--- src/design/bfe_pkg.sv ---
// bfe_pkg: shared types, codes and hash constants for the bloom filter engine
// no dependencies; imported by every bfe module
package bfe_pkg;

  typedef enum logic [1:0] {
    FUNC_GET   = 2'd0,
    FUNC_SET   = 2'd1,
    FUNC_SETNC = 2'd2,
    FUNC_CLEAR = 2'd3
  } func_t;

  localparam logic REG_NUM_BITS   = 1'b0;
  localparam logic REG_NUM_HASHES = 1'b1;

  localparam logic [20:0] NUM_BITS_RESET   = 21'd1048576;
  localparam logic [4:0]  NUM_HASHES_RESET = 5'd4;

  localparam logic [63:0] MIX_C1 = 64'h87c37b91114253d5;
  localparam logic [63:0] MIX_C2 = 64'h4cf5ad432745937f;
  localparam logic [63:0] FMIX_1 = 64'hff51afd7ed558ccd;
  localparam logic [63:0] FMIX_2 = 64'hc4ceb9fe1a85ec53;
  localparam logic [63:0] ADD_H1 = 64'h0000000052dce729;
  localparam logic [63:0] ADD_H2 = 64'h0000000038495ab5;

  typedef struct packed {
    logic wr_en;
    logic flush;
    logic key_end;
  } kb_ctrl_t;

  typedef enum logic [4:0] {
    HS_IDLE, HS_NEXT, HS_RD, HS_LD, HS_MA, HS_MB, HS_UP1, HS_UP2,
    HS_FIN1, HS_FIN2, HS_FIN3, HS_FM0, HS_FM1, HS_FM2, HS_FIN4, HS_FIN5,
    HS_DONE
  } hash_state_t;

  typedef enum logic [3:0] {
    TS_CLR, TS_IN, TS_FLUSH, TS_DECIDE, TS_HASH, TS_HWAIT, TS_MOD,
    TS_PRD, TS_PEX, TS_NEXT, TS_RES
  } top_state_t;

  function automatic logic [63:0] rotl64(input logic [63:0] x, input int r);
    return (x << r) | (x >> (64 - r));
  endfunction

endpackage

--- src/design/bfe_mod.sv ---
// bfe_mod: restoring remainder of a 64-bit value by the filter size, one bit a cycle
// depends on bfe_pkg; remainder valid with done
module bfe_mod #(
  parameter int MAX_BITS = 1048576,
  localparam int BITS_W = $clog2(MAX_BITS + 1),
  localparam int IDX_W = (MAX_BITS > 1) ? $clog2(MAX_BITS) : 1
) (
  input  logic              clk,
  input  logic              rst_n,
  input  logic              start,
  input  logic [63:0]       dividend,
  input  logic [BITS_W-1:0] modulus,
  output logic              done,
  output logic [IDX_W-1:0]  rem
);
  import bfe_pkg::*;

  logic [63:0]       x_r;
  logic [BITS_W-1:0] rem_r, m_r, rem_nxt;
  logic [5:0]        cnt_r;
  logic              busy_r, done_r;
  logic [BITS_W:0]   t, tsub;

  always_comb begin
    t       = {rem_r, x_r[63]};
    tsub    = t - {1'b0, m_r};
    rem_nxt = (t >= {1'b0, m_r}) ? tsub[BITS_W-1:0] : t[BITS_W-1:0];
  end

  always_ff @(posedge clk) begin
    if (start) begin
      x_r   <= dividend;
      m_r   <= modulus;
      rem_r <= '0;
    end else if (busy_r) begin
      x_r   <= {x_r[62:0], 1'b0};
      rem_r <= rem_nxt;
    end
  end

  always_ff @(posedge clk) begin
    if (!rst_n) begin
      busy_r <= 1'b0;
      done_r <= 1'b0;
      cnt_r  <= '0;
    end else begin
      done_r <= 1'b0;
      if (start) begin
        busy_r <= 1'b1;
        cnt_r  <= '0;
      end else if (busy_r) begin
        cnt_r <= cnt_r + 6'd1;
        if (cnt_r == 6'd63) begin
          busy_r <= 1'b0;
          done_r <= 1'b1;
        end
      end
    end
  end

  assign done = done_r;
  assign rem  = rem_r[IDX_W-1:0];

endmodule

--- config.mk ---
export PLATFORM = sky130hd
export DESIGN_NAME = bfe_mod
export DESIGN_NICKNAME = d
export VERILOG_FILES = /design/src/design/bfe_pkg.sv /design/src/design/bfe_mod.sv
export SDC_FILE = /design/constraint.sdc
export NUM_CORES = 1
export LEC_CHECK = 0
export BUFFER_PORTS_ARGS = -buffer_cell sky130_fd_sc_hd__buf_2
export CORE_UTILIZATION = 60
export DETAILED_ROUTE_END_ITERATION = 10
export PLACE_DENSITY = 0.95
export SLEW_MARGIN = 25
export SYNTH_ARGS = -nofsm -noshare
export SYNTH_HDL_FRONTEND = slang
export SYNTH_SLANG_ARGS = --single-unit
--- constraint.sdc ---
create_clock -name clk -period 6 [get_ports clk]
set_input_delay 0.9 -clock clk [delete_from_list [all_inputs] [get_ports clk]]
set_output_delay 0.9 -clock clk [all_outputs]
set_load 0.01 [all_outputs]
* Word level (Yosys, flattened, before mapping)
Index checks and enable logic that the tools add are counted.
** Word-level totals
- Register bits after elaboration :: 114
- Input port bits :: 88
- Word-level logic and storage cells :: 22
- Output and inout bits :: 21
** Cells by class
- Bitwise gates (word level) :: 2
- Equality and inequality tests :: 1
- Reduce and logical (&&, ||, !) cells :: 3
- Order comparisons :: 1
- Muxes and demuxes :: 7
- Add/subtract/negate cells :: 2
** Operator list (count)
- 64-bit 2-to-1 mux :: 2
- 22-bit by 21-bit >= comparator with 1-bit output :: 1
- 21-bit 2-to-1 mux :: 1
- 21-bit subtractor :: 1
- 6-bit by 1-bit adder with 6-bit output (second input constant) :: 1
- 6-bit == test (second input constant) :: 1
- 1-bit 2-to-1 mux :: 4
- 3-bit OR reduction :: 1
- 1-bit NOT :: 2
- 2-bit nonzero test :: 1
- 2-bit OR reduction :: 1

* Depth between registers and ports, before layout
Gate-level depths: netlist of the first run.
- Word-level depth :: 4
- Mapped depth :: 11
- Gate-level depth less buffers :: 10

* Least setup slack after synthesis of the first run
Ideal clock, no wire load.
- Path kind :: input -> register
- From :: input port start
- To :: register x_r[0] (enable)
- Arrival time :: 2.431 ns
- Path buffers :: 1
- Path slack :: 3.151 ns
- Cell stages on the path :: 3
- Setup time :: 0.418 ns
- Data required time :: 5.582 ns
- Cells stage by stage :: nor2_1 > clkbuf_1 > inv_1
** On the way
- Longest elaborated chain between the ends :: 1
** RTL lines
- start, declared :: line bfe_mod.sv:10 : input logic start,
- 2-bit nonzero test (no source line)
- end signal, assigned :: line bfe_mod.sv:32 : x_r <= dividend;
- end signal, assigned :: line bfe_mod.sv:36 : x_r <= {x_r[62:0], 1'b0};
- end, declared :: line bfe_mod.sv:18 : logic [63:0] x_r;
No other way between the ends.
A chain may end at the register's enable or synchronous reset.

* Worst setup path in the final report of the first run
- From :: register x_r[63]
- To :: register rem_r[3]
** On the way
- Longest elaborated chain between the ends :: 2
- Elaborated cells on any way between the ends :: 3
- Those cells by class :: add/sub (1); order compare (1); mux (1)
** RTL lines
- 21-bit subtractor / 22-bit by 21-bit >= comparator with 1-bit output (equally long branches) :: line bfe_mod.sv:26, bfe_mod.sv:27
- 21-bit 2-to-1 mux * :: line bfe_mod.sv:27 : rem_nxt = (t >= {1'b0, m_r}) ? tsub[BITS_W-1:0] : t[BITS_W-1:0];
- end signal, assigned :: line bfe_mod.sv:37 : rem_r <= rem_nxt;
- end, declared :: line bfe_mod.sv:19 : logic [BITS_W-1:0] rem_r, m_r, rem_nxt;
Every way passes the cells marked *; elsewhere a longest branch is shown, timed or not.

==> impl_metrics.csv, run 1 <==
group,metric,value,unit
run_status,outcome,"completed",
grt,grt_antenna_before_repair,0,
yosys,synth.area.top_cells,"sky130_fd_sc_hd__edfxtp_1 42%, sky130_fd_sc_hd__mux2_2 12%, sky130_fd_sc_hd__dfxtp_1 9.5%",
grt,global_route.usage.total,28.79,%
clock_tree,cts_sinks,114,
job,cap_violations,0,
pwr,powerDensity,311.8,nW/um2
yosys,dominantRegCellSynth,"sky130_fd_sc_hd__edfxtp_1",
timing,worst_slack,2427,ps
timing,setup_viol,0,
layout,area_growth_syn_to_layout,18.05,%
floorplan,fp.dieH,103.1,um
route,route.detailed.drc,0,
placed_design,placement.io_buffers,108,
pwr,p_total,2.255,mW
timing,maxSlewHeadroom,32.08,%
yosys,synthesis.yosys.warnings,0,
yosys,synth.largest_area_cell,"sky130_fd_sc_hd__edfxtp_1",
yosys,ys_types,60,
clock_tree,number_of_levels_in_the_clock_h_tree,4,
floorplan,design.die.area,10620,um2
floorplan,chipWidth,103.1,um
hold_path,hold_path.class,"reg -> reg",
worst_setup_path,timing.critical_path.to_type,"flop",
clock_tree,cts_tree,"yes",
route,average_detailed_routed_wire_length_per_instance,18.82,um
timing,rsz0062_at_grt,"no",
floorplan,effective_utilization_at_floorplan,62.40,%
worst_setup_path,worstPathRequired,6420,ps
layout,nFillCells,683,
timing,worst_slew_pin_slew,1015,ps
floorplan,design.core.area,9819,um2
grt,grt_pass1_wl,22.34,mm
placed_design,post-place-ws,2540,ps
route,firstDrtPassIters,5,
clock_tree,path_clk_slew,60,ps
clock_tree,worstSkewPairLatency,530,ps
clock_tree,post_cts_repair_setup_buffers,0,
yosys,netlist_top_cells_count,"85 x sky130_fd_sc_hd__edfxtp_1, 65 x sky130_fd_sc_hd__mux2_2, 35 x sky130_fd_sc_hd__nand2_1",
layout,post_route_cells_drive_above_1_share,33.60,%
yosys,synth-edff-count,85,
clock_tree,maximum_buffer_depth_of_the_clock_tree,2,
grt,number_of_global_route_vias_before_repair,4708,
yosys,synth_nets,641,
route,vias,4652,
worst_setup_path,worst-endpoint-arrival,3990,ps
yosys,asyncSetResetFlopFracSynth,0,%
yosys,synth_sequential_area_ratio,51.13,%
worst_setup_path,crit_fanout,16,
yosys,yosysMostFrequentCell,"sky130_fd_sc_hd__edfxtp_1",
yosys,synth_top_cell_area_share,41.66,%
timing,timing.final.hold_violations,0,
route,via_per_inst,6.089,
grt,grt_start_max_net_pins,67,
timing,fin_crit,3573,ps
timing,timing.final.max_slew_violations,0,
timing,layout_worst_path_cycle_share,59.55,%
yosys,synth_seq_cells,114,
layout,antennaDiodeCount,0,
timing,top_achievable_clock_speed,279.9,MHz
floorplan,num_rows,36,
clock_tree,number_of_buffers_inserted_during_clock_tree_synthesis,17,
timing,finalClockSkew,8.790,ps
clock_tree,ctsHoldBuffers,0,
worst_setup_path,critPathLaunchType,"flop",
clock_tree,cts.repair.resized,0,
floorplan,io_pins,109,
yosys,syn-instance-count,530,
worst_setup_path,rr_worst_depth,10,
route,drtAntennaViolNets,0,
worst_setup_path,reg2reg_setup_slack,2430,ps
yosys,synth.avg_cell_area,11.56,um2
clock_tree,cts_root_buffer,"sky130_fd_sc_hd__clkbuf_8",
placed_design,gp_congestion,0.9489,
hold_path,worstHoldPathCells,2,
placed_design,place.detailed.hpwl,9.634,mm
grt,grt_overflow,0,
yosys,syn-cell-area,6127,um2
worst_setup_path,category_of_the_most_critical_setup_path,"reg -> reg",
timing,fin_setup_tns,0,ps
route,postRouteWirelength,14.38,mm
pwr,irDropWorstVdd,0.2878,mV
pwr,leakagePower,2.983,nW
route,drt_iter0_markers,303,
layout,final_net_count,729,
## critical path, stage by stage (launching register included)
cell and delay (ps):
sky130_fd_sc_hd__edfxtp_1 360, sky130_fd_sc_hd__inv_1 90, sky130_fd_sc_hd__ha_1 160, sky130_fd_sc_hd__inv_1 60, sky130_fd_sc_hd__fa_1 450, sky130_fd_sc_hd__a211oi_2 350, sky130_fd_sc_hd__o21ai_2 180, sky130_fd_sc_hd__and4_4 230
sky130_fd_sc_hd__o41ai_4 920, sky130_fd_sc_hd__nand2_1 300, sky130_fd_sc_hd__a221o_1 350
## final timing paths
| kind | startpoint | end |
|---|---|---|
| worst min-delay path | rem_r[8]$_SDFFE_PP0P_ | rem_r[8]$_SDFFE_PP0P_ |
| worst max-delay path | x_r[63]$_DFFE_PP_ | rem_r[3]$_SDFFE_PP0P_ |
| worst min register to register | rem_r[8]$_SDFFE_PP0P_ | rem_r[8]$_SDFFE_PP0P_ |
| worst max register to register | x_r[63]$_DFFE_PP_ | rem_r[3]$_SDFFE_PP0P_ |
## flip-flops by register name, summed over array words and instances (netlist names)
| signal | count |
|---|---|
| x_r | 64 |
| m_r | 21 |
| rem_r | 21 |
| cnt_r | 6 |
| busy_r | 1 |
| done | 1 |
## power breakdown
group          switching [mW]  leakage, nW  total, mW  internal [mW]
clock                   0.353        0.294       1.04          0.690
combinational           0.139         1.60      0.258          0.119
sequential             0.0287         1.09      0.954          0.925
total                   0.521         2.98       2.26           1.73
## cell type report
cell class	instances	area, um2	area share [%]
inverters	27	101.3	1.401
repair buffers	111	565.5	7.819
well taps	133	166.4	2.301
multi-input cells	347	2653	36.67
clock inverters	8	122.6	1.695
clock buffers	24	491.7	6.798
flip-flops and latches	114	3133	43.31
## routing by layer
| metal | share of wire (%) | wire [um] | GRT usage [%] | vias to the layer above |
|---|---|---|---|---|
| li1 | - | - | - | 2166 |
| met4 | 3.7 | 533 | 15.71 | 0 |
| met2 | 50 | 7141 | 47.90 | 227 |
| met5 | 0 | 0 | 0 | - |
| met3 | 8.5 | 1215 | 10.17 | 67 |
| met1 | 38 | 5484 | 32.45 | 2192 |
## kinds of logic after synthesis
| logic type | synth area share [%] |
|---|---|
| AOI/OAI and AO/OA | 14.38 |
| muxes | 12.11 |
| xor gates and xnor gates | 1.572 |
| adders and majority gates | 4.819 |
| buffers and inverters | 5.616 |
| and+or+nand+nor | 10.37 |
| DFF | 51.13 |
## cell usage in the layout (no fill, tap or decap), types with 3 or more instances in the layout
cell type,count
sky130_fd_sc_hd__mux2_2,65
sky130_fd_sc_hd__and3_1,3
sky130_fd_sc_hd__a311oi_1,7
sky130_fd_sc_hd__nand2_1,35
sky130_fd_sc_hd__and2_1,5
sky130_fd_sc_hd__nand2b_1,5
sky130_fd_sc_hd__clkbuf_16,17
sky130_fd_sc_hd__nor2b_1,5
sky130_fd_sc_hd__xor2_1,6
sky130_fd_sc_hd__clkbuf_8,4
sky130_fd_sc_hd__ha_1,22
sky130_fd_sc_hd__nor3_1,17
sky130_fd_sc_hd__a211oi_1,6
sky130_fd_sc_hd__o211ai_1,13
sky130_fd_sc_hd__clkbuf_1,3
sky130_fd_sc_hd__a21oi_1,21
sky130_fd_sc_hd__o31ai_1,4
sky130_fd_sc_hd__o21a_1,7
sky130_fd_sc_hd__a41oi_1,4
sky130_fd_sc_hd__nand4_1,7
sky130_fd_sc_hd__or3_1,5
sky130_fd_sc_hd__o21ai_0,19
sky130_fd_sc_hd__xnor2_1,5
sky130_fd_sc_hd__a21o_1,9
sky130_fd_sc_hd__bufinv_16,3
sky130_fd_sc_hd__nand3_1,11
sky130_fd_sc_hd__o21bai_1,4
sky130_fd_sc_hd__buf_2,107
sky130_fd_sc_hd__buf_4,4
sky130_fd_sc_hd__o221ai_1,4
sky130_fd_sc_hd__dfxtp_1,29
sky130_fd_sc_hd__edfxtp_1,85
sky130_fd_sc_hd__a221o_1,3
sky130_fd_sc_hd__inv_1,26
sky130_fd_sc_hd__nor2_1,22
sky130_fd_sc_hd__o21ai_1,4
## per-stage QoR
stage | utilization (%) | hold WS (ps) | area [um2] | std cells
after detailed placement | 67.38 | 482.0 | 6616 | 732
after CTS | 73.64 | 503.5 | 7231 | 764
after floorplan | - | 457.6 | 6127 | 530
after global placement | 67.38 | 470.1 | 6616 | 732
after global routing | 73.66 | 520.7 | 7233 | 764
final | 73.66 | 502.0 | 7233 | 764
No activity file was read; power rests on OpenSTA's default activity.
==> run 2, diff against run 1 <==
--- a/config.mk
+++ b/config.mk
@@ -5,10 +5,11 @@
 export SDC_FILE = /design/constraint.sdc
 export NUM_CORES = 1
 export LEC_CHECK = 0
+export ABC_AREA = 1
 export BUFFER_PORTS_ARGS = -buffer_cell sky130_fd_sc_hd__buf_2
-export CORE_UTILIZATION = 60
+export CORE_UTILIZATION = 51
 export DETAILED_ROUTE_END_ITERATION = 10
-export PLACE_DENSITY = 0.95
+export PLACE_DENSITY = 0.88
 export SLEW_MARGIN = 25
 export SYNTH_ARGS = -nofsm -noshare
 export SYNTH_HDL_FRONTEND = slang
==> constraint.sdc (replaced) <==
create_clock -name clk -period 3.17 [get_ports clk]
set_input_delay 0.4755 -clock clk [delete_from_list [all_inputs] [get_ports clk]]
set_output_delay 0.4755 -clock clk [all_outputs]
set_load 0.01 [all_outputs]
==> run 2 against run 1 <==
Total power is 74% higher; design area increased by 4.0%; maximum frequency is 44% higher; global-route usage fell by 6.1 points; synthesized cell count increased by 53%; clock skew about the same; hold slack worse by 270 ps; die area rose by 23%; cell count is 42% higher; critical path type unchanged; largest cell class unchanged; highest routed layer unchanged.
==> impl_metrics.csv, run 2 <==
group,metric,value,unit
yosys,synth.avg_cell_area,7.907,um2
yosys,synth_seq_cells,114,
worst_setup_path,timing.critical_path.to_type,"flop",
worst_setup_path,buffering_stage_count_on_the_worst_path_with_inverters_included,2,
worst_setup_path,family_of_cells_with_the_greatest_summed_delay_on_the_critical_path,"simple AND/OR/NAND/NOR gates",
clock_tree,cts.repair.resized,0,
route,route.detailed.drc,0,
timing,layout_worst_path_cycle_share,78.39,%
timing,fin_crit,2485,ps
grt,global_route.usage.total,22.74,%
floorplan,chipWidth,114.3,um
timing,fin_setup_tns,0,ps
yosys,yosysMostFrequentCell,"sky130_fd_sc_hd__nand2_1",
yosys,asyncSetResetFlopFracSynth,0,%
worst_setup_path,cp_most_frequent_cell,"sky130_fd_sc_hd__nand2_1",
clock_tree,cts_sinks,114,
layout,multi_input_area,2645,um2
yosys,syn-cell-area,6429,um2
timing,worst_slew_pin_slew,921.9,ps
route,drtAntennaViolNets,0,
clock_tree,worstSkewPairLatency,410,ps
clock_tree,ctsHoldBuffers,0,
grt,number_of_global_route_vias_before_repair,5190,
yosys,netlist_top_cells_count,"376 x sky130_fd_sc_hd__nand2_1, 91 x sky130_fd_sc_hd__inv_1, 85 x sky130_fd_sc_hd__edfxtp_1",
layout,area_growth_syn_to_layout,16.97,%
yosys,synth-edff-count,85,
yosys,syn-instance-count,813,
yosys,synth_top_cell_area_share,39.70,%
worst_setup_path,critPathLaunchType,"flop",
layout,nFillCells,1063,
route,via_per_inst,4.862,
layout,register_area,3133,um2
route,vias,5266,
worst_setup_path,category_of_the_most_critical_setup_path,"reg -> reg",
placed_design,gp_congestion,0.8952,
layout,postLayoutCellArea,7520,um2
placed_design,placedInstanceArea,6958,um2
timing,rsz0062_at_grt,"no",
pwr,p_int,2.959,mW
worst_setup_path,crit_path_max_incr_delay,430,ps
route,average_detailed_routed_wire_length_per_instance,12.47,um
layout,layout.cells.most_common_list,"376 x sky130_fd_sc_hd__nand2_1, 108 x sky130_fd_sc_hd__buf_2, 89 x sky130_fd_sc_hd__inv_1, 85 x sky130_fd_sc_hd__edfxtp_1, 44 x sky130_fd_sc_hd__nand3_1",
layout,largest-register,"x_r",
clock_tree,number_of_levels_in_the_clock_h_tree,4,
route,drt_iter0_markers,352,
worst_setup_path,crit_fanout,23,
yosys,dominantRegCellSynth,"sky130_fd_sc_hd__edfxtp_1",
layout,biggestRegsByFlops,"x_r x64, m_r x21, rem_r x21",
pwr,p_total,3.919,mW
worst_setup_path,worstReg2RegStart,"x_r[63]$_DFFE_PP_",
pwr,seq_power_share,45.2,%
floorplan,num_rows,40,
clock_tree,post_cts_repair_setup_buffers,0,
pwr,p_clk_share,45.6,%
placed_design,place.detailed.hpwl,9.511,mm
layout,antennaDiodeCount,0,
pwr,powerDensity,521.2,nW/um2
grt,grt_start_max_net_pins,88,
route,postRouteWirelength,13.50,mm
pwr,irDropWorstVdd,0.4079,mV
route,firstDrtPassIters,5,
grt,grt_pass1_wl,23.00,mm
layout,largest_register_ffs,64,
worst_setup_path,worst-endpoint-arrival,2820,ps
run_status,outcome,"completed",
timing,timing.final.hold_violations,0,
timing,timing.final.max_slew_violations,0,
yosys,ys_types,37,
worst_setup_path,critical-path-slowest-cell,"sky130_fd_sc_hd__fa_1",
yosys,synth_sequential_area_ratio,48.73,%
yosys,synth_nets,924,
worst_setup_path,critical_path_cell_by_cell,"inv_1 -> ha_1 -> inv_1 -> fa_1 -> nand2_1 -> nand2_1 -> nand3_1 -> nand2_1 -> nand2_1 -> nand2_2 -> nand2_4 -> nand2_4 -> nand2_1 -> nand3_1 -> o21ai_1",
layout,mostFrequentLayoutCell,"sky130_fd_sc_hd__nand2_1",
timing,finalClockSkew,8.931,ps
grt,grt_overflow,0,
layout,post_route_cells_drive_above_1_share,18.91,%
clock_tree,cts_tree,"yes",
timing,worst_slack,685.0,ps
timing,maxSlewHeadroom,38.54,%
grt,grt_antenna_before_repair,0,
timing,setup_viol,0,
yosys,synth.area.top_cells,"sky130_fd_sc_hd__edfxtp_1 40%, sky130_fd_sc_hd__nand2_1 22%, sky130_fd_sc_hd__dfxtp_1 9.0%",
pwr,total_switching_power,959.7,uW
floorplan,io_pins,109,
clock_tree,cts_root_buffer,"sky130_fd_sc_hd__clkbuf_16",
pwr,sw_frac_of_total,24.49,%
floorplan,effective_utilization_at_floorplan,52.86,%
floorplan,fp.dieH,114.3,um
layout,utilization,61.83,%
yosys,synthesis.yosys.warnings,0,
hold_path,timing.hold.worst.start,"modulus[18]",
clock_tree,number_of_buffers_inserted_during_clock_tree_synthesis,17,
clock_tree,maximum_buffer_depth_of_the_clock_tree,2,
placed_design,numPlacedInstances,1051,
clock_tree,path_clk_slew,60,ps
worst_setup_path,worstPathRequired,3510,ps
worst_setup_path,critical_path.startpoint,"x_r[63]$_DFFE_PP_",
layout,final_standard_cell_count_with_taps_included_and_fillers_excluded,1083,
floorplan,design.die.area,13060,um2
pwr,share_comb_of_total_power,9.2,%
placed_design,placement.io_buffers,108,
timing,top_achievable_clock_speed,402.4,MHz
hold_path,hold_path.class,"in -> reg",
layout,final_net_count,1013,
pwr,leakagePower,3.862,nW
floorplan,design.core.area,12160,um2
timing,timing.hold.ws,234.1,ps
job,cap_violations,0,
placed_design,post-place-ws,689.7,ps
yosys,synth.largest_area_cell,"sky130_fd_sc_hd__edfxtp_1",
[run 2: changes by cell type in the layout (fill, tap and decap cells not counted), sizes merged, moves of 9 or more]
cell    before  now
a21o         9    0
nor3        17    6
mux2        65    0
o21ai       24   11
nand3b       2   16
nand2       35  384
o211ai      13    0
inv         28  100
nand3       11   47
[run 2: cell type report]
type | count | area share (%)
timing repair buffer | 114 | 7.953
clock buffer | 18 | 5.707
tap | 168 | 2.795
clock inverter | 14 | 1.764
multi-input combinational | 556 | 35.17
sequential | 114 | 41.66
inverter | 99 | 4.942
[run 2: cell families (layout without fill, tap and decap cells)]
kind of cell	Yosys count	after routing	synth area share [%]
XOR/XNOR	9	9	1.226
adder cells (fa/ha/maj)	23	23	4.593
AO/OA/AOI/OAI	34	34	3.036
buffers and inverters	143	245	10.12
AND/OR/NAND/NOR	490	490	32.29
flip-flops	114	114	48.73
[run 2: worst paths after layout]
kind | to | slack [ps] | cells past startpoint
setup reg to reg | rem_r[3]$_SDFFE_PP0P_ | 680 | 15
hold reg to reg | cnt_r[5]$_SDFFE_PP0P_ | 440 | 2
hold / removal | m_r[18]$_DFFE_PP_ | 230 | 1
setup / recovery | rem_r[3]$_SDFFE_PP0P_ | 680 | 15
[run 2: layer usage]
metal	wire (um)	up-vias	share of wire (%)	global-route usage [%]
li1	-	2721	-	-
met1	5898	2360	44	27.85
met2	6391	168	47	37.86
met3	1034	17	7.7	7.358
met4	177	0	1.3	7.706
met5	0	-	0	0
[run 2: power by group through the flow]
stage | Sequential [mW] | Combinational, mW | Clock (mW)
after floorplan | 1.79 | 0.235 | 0
after global routing | 1.78 | 0.411 | 1.89
after detailed placement | 1.80 | 0.358 | 0
after global placement | 1.80 | 0.350 | 0
after CTS | 1.77 | 0.362 | 1.83
final | 1.77 | 0.360 | 1.79
==> run 3, diff against run 2 <==
--- a/config.mk
+++ b/config.mk
@@ -5,11 +5,11 @@
 export SDC_FILE = /design/constraint.sdc
 export NUM_CORES = 1
 export LEC_CHECK = 0
-export ABC_AREA = 1
+export ABC_AREA = 0
 export BUFFER_PORTS_ARGS = -buffer_cell sky130_fd_sc_hd__buf_2
 export CORE_UTILIZATION = 51
 export DETAILED_ROUTE_END_ITERATION = 10
-export PLACE_DENSITY = 0.88
+export PLACE_DENSITY = 0.89
 export SLEW_MARGIN = 25
 export SYNTH_ARGS = -nofsm -noshare
 export SYNTH_HDL_FRONTEND = slang
==> constraint.sdc (replaced) <==
create_clock -name clk -period 2 [get_ports clk]
set_input_delay 0.3 -clock clk [delete_from_list [all_inputs] [get_ports clk]]
set_output_delay 0.3 -clock clk [all_outputs]
set_load 0.01 [all_outputs]
==> run 3 against run 2 <==
Critical endpoint is now rem_r[5]$_SDFFE_PP0P_; the flow now finishes with violations (design-rule violations, negative setup slack); critical path type unchanged; register-to-register slack worse by 1300 ps; cell count down 18%; largest cell class unchanged; core utilization up 9.7 points.
==> impl_metrics.csv, run 3 (synthesis results as in run 1) <==
group,metric,value,unit
run_status,outcome,"finished, violations left",
run_status,violated_checks,"design-rule violations, negative setup slack",
hold_path,worstHoldPathCells,1,
worst_setup_path,crit_path_max_incr_delay,500,ps
timing,fin_setup_tns,-11900,ps
layout,postLayoutCellArea,8268,um2
clock_tree,path_clk_slew,50,ps
timing,fin_crit,2664,ps
route,vias,5052,
layout,largest_register_ffs,64,
clock_tree,cts_tree,"yes",
layout,register_area,3133,um2
layout,nFillCells,768,
pwr,p_total,6.969,mW
layout,antennaDiodeCount,0,
worst_setup_path,crit_fanout,4,
timing,worst_slack,-664.2,ps
grt,grt_antenna_before_repair,0,
timing,top_achievable_clock_speed,375.3,MHz
worst_setup_path,critPathLaunchType,"flop",
pwr,leakagePower,3.561,nW
worst_setup_path,worst-endpoint-arrival,3000,ps
placed_design,numPlacedInstances,844,
worst_setup_path,critical-path-slowest-cell,"sky130_fd_sc_hd__or4_1",
pwr,irDropWorstVdd,0.6900,mV
clock_tree,ctsHoldBuffers,0,
worst_setup_path,cp.depth,10,
floorplan,io_pins,109,
layout,biggestRegsByFlops,"x_r x64, m_r x21, rem_r x21",
layout,post_route_cells_drive_above_1_share,47.16,%
worst_setup_path,worstPathRequired,2330,ps
timing,maxSlewHeadroom,53.67,%
timing,timing.hold.ws,55.71,ps
route,drtAntennaViolNets,0,
layout,layout.cells.most_common_list,"107 x sky130_fd_sc_hd__buf_2, 107 x sky130_fd_sc_hd__buf_4, 85 x sky130_fd_sc_hd__edfxtp_1, 65 x sky130_fd_sc_hd__mux2_2, 34 x sky130_fd_sc_hd__nand2_1",
clock_tree,cts_root_buffer,"sky130_fd_sc_hd__clkbuf_16",
floorplan,design.core.area,11560,um2
worst_setup_path,rr_worst_depth,10,
worst_setup_path,family_of_cells_with_the_greatest_summed_delay_on_the_critical_path,"compound AO/OA/AOI/OAI gates",
floorplan,design.die.area,12460,um2
worst_setup_path,buffering_stage_count_on_the_worst_path_with_inverters_included,2,
layout,final_standard_cell_count_with_taps_included_and_fillers_excluded,883,
clock_tree,cts_sinks,114,
route,route.detailed.drc,4,
layout,final_net_count,838,
placed_design,place.detailed.hpwl,11.32,mm
worst_setup_path,category_of_the_most_critical_setup_path,"reg -> reg",
placed_design,placedInstanceArea,7451,um2
clock_tree,maximum_buffer_depth_of_the_clock_tree,2,
worst_setup_path,timing.critical_path.to_type,"flop",
clock_tree,number_of_levels_in_the_clock_h_tree,4,
grt,grt_overflow,0,
worst_setup_path,cp_most_frequent_cell,"sky130_fd_sc_hd__inv_2",
clock_tree,worstSkewPairLatency,420,ps
worst_setup_path,critical_path_cell_by_cell,"inv_2 -> ha_4 -> inv_2 -> fa_2 -> a211oi_4 -> o21ai_2 -> and4_4 -> o41a_1 -> or4_1 -> o211ai_1",
timing,layout_worst_path_cycle_share,133.2,%
timing,timing.final.max_slew_violations,0,
timing,worst_slew_pin_slew,690.8,ps
layout,multi_input_area,2823,um2
placed_design,gp_congestion,0.9073,
placed_design,placement.io_buffers,108,
grt,global_route.usage.total,26.67,%
timing,timing.final.hold_violations,0,
route,firstDrtPassIters,7,
layout,area_growth_syn_to_layout,34.94,%
floorplan,effective_utilization_at_floorplan,52.98,%
floorplan,num_rows,39,
layout,largest-register,"x_r",
placed_design,post-place-ws,-603.6,ps
layout,utilization,71.49,%
route,via_per_inst,5.721,
clock_tree,number_of_buffers_inserted_during_clock_tree_synthesis,17,
timing,setup_viol,21,
floorplan,fp.dieH,111.6,um
floorplan,chipWidth,111.6,um
job,cap_violations,0,
timing,finalClockSkew,6.378,ps
grt,number_of_global_route_vias_before_repair,5310,
grt,grt_start_max_net_pins,65,
route,average_detailed_routed_wire_length_per_instance,18.45,um
hold_path,hold_path.class,"in -> reg",
grt,grt_pass1_wl,25.69,mm
route,postRouteWirelength,16.29,mm
timing,rsz0062_at_grt,"yes",
pwr,powerDensity,842.9,nW/um2
route,drt_iter0_markers,359,
[run 3: worst paths after layout]
path	slack, ps	startpoint	end
worst max-delay path	-660	x_r[63]$_DFFE_PP_	rem_r[5]$_SDFFE_PP0P_
worst min-delay path	60	modulus[0]	m_r[0]$_DFFE_PP_
worst max register to register	-660	x_r[63]$_DFFE_PP_	rem_r[5]$_SDFFE_PP0P_
worst min register to register	510	cnt_r[5]$_SDFFE_PP0P_	done$_SDFF_PP0_
[run 3: metal layers]
metal,up-vias,GRT usage (%),routed length (um)
met5,-,0,0
met4,0,11.89,454
met3,45,8.547,1177
met2,215,44.75,8080
met1,2398,31.33,6579
li1,2394,-,-
[run 3: cell type report]
type / instances / share of cell area, %
flip-flops and latches: 114 / 37.89
clock buffers: 21 / 5.569
multi-input cells: 347 / 34.14
inverters: 27 / 1.271
repair buffers: 220 / 17.33
clock inverters: 11 / 1.634
well taps: 143 / 2.164
[run 3: repair_timing]
item,CTS,global route
endpoints found under the setup margin,21,21
cloned,1,0
gates resized for setup,18,21
pin swaps,15,15
setup buffers,4,4
[run 3: power by group]
part,switching [mW],internal [mW],total [mW]
combinational,0.515,0.545,1.06
clock,1.06,2.00,3.07
sequential,0.0678,2.77,2.84
total,1.64,5.32,6.97
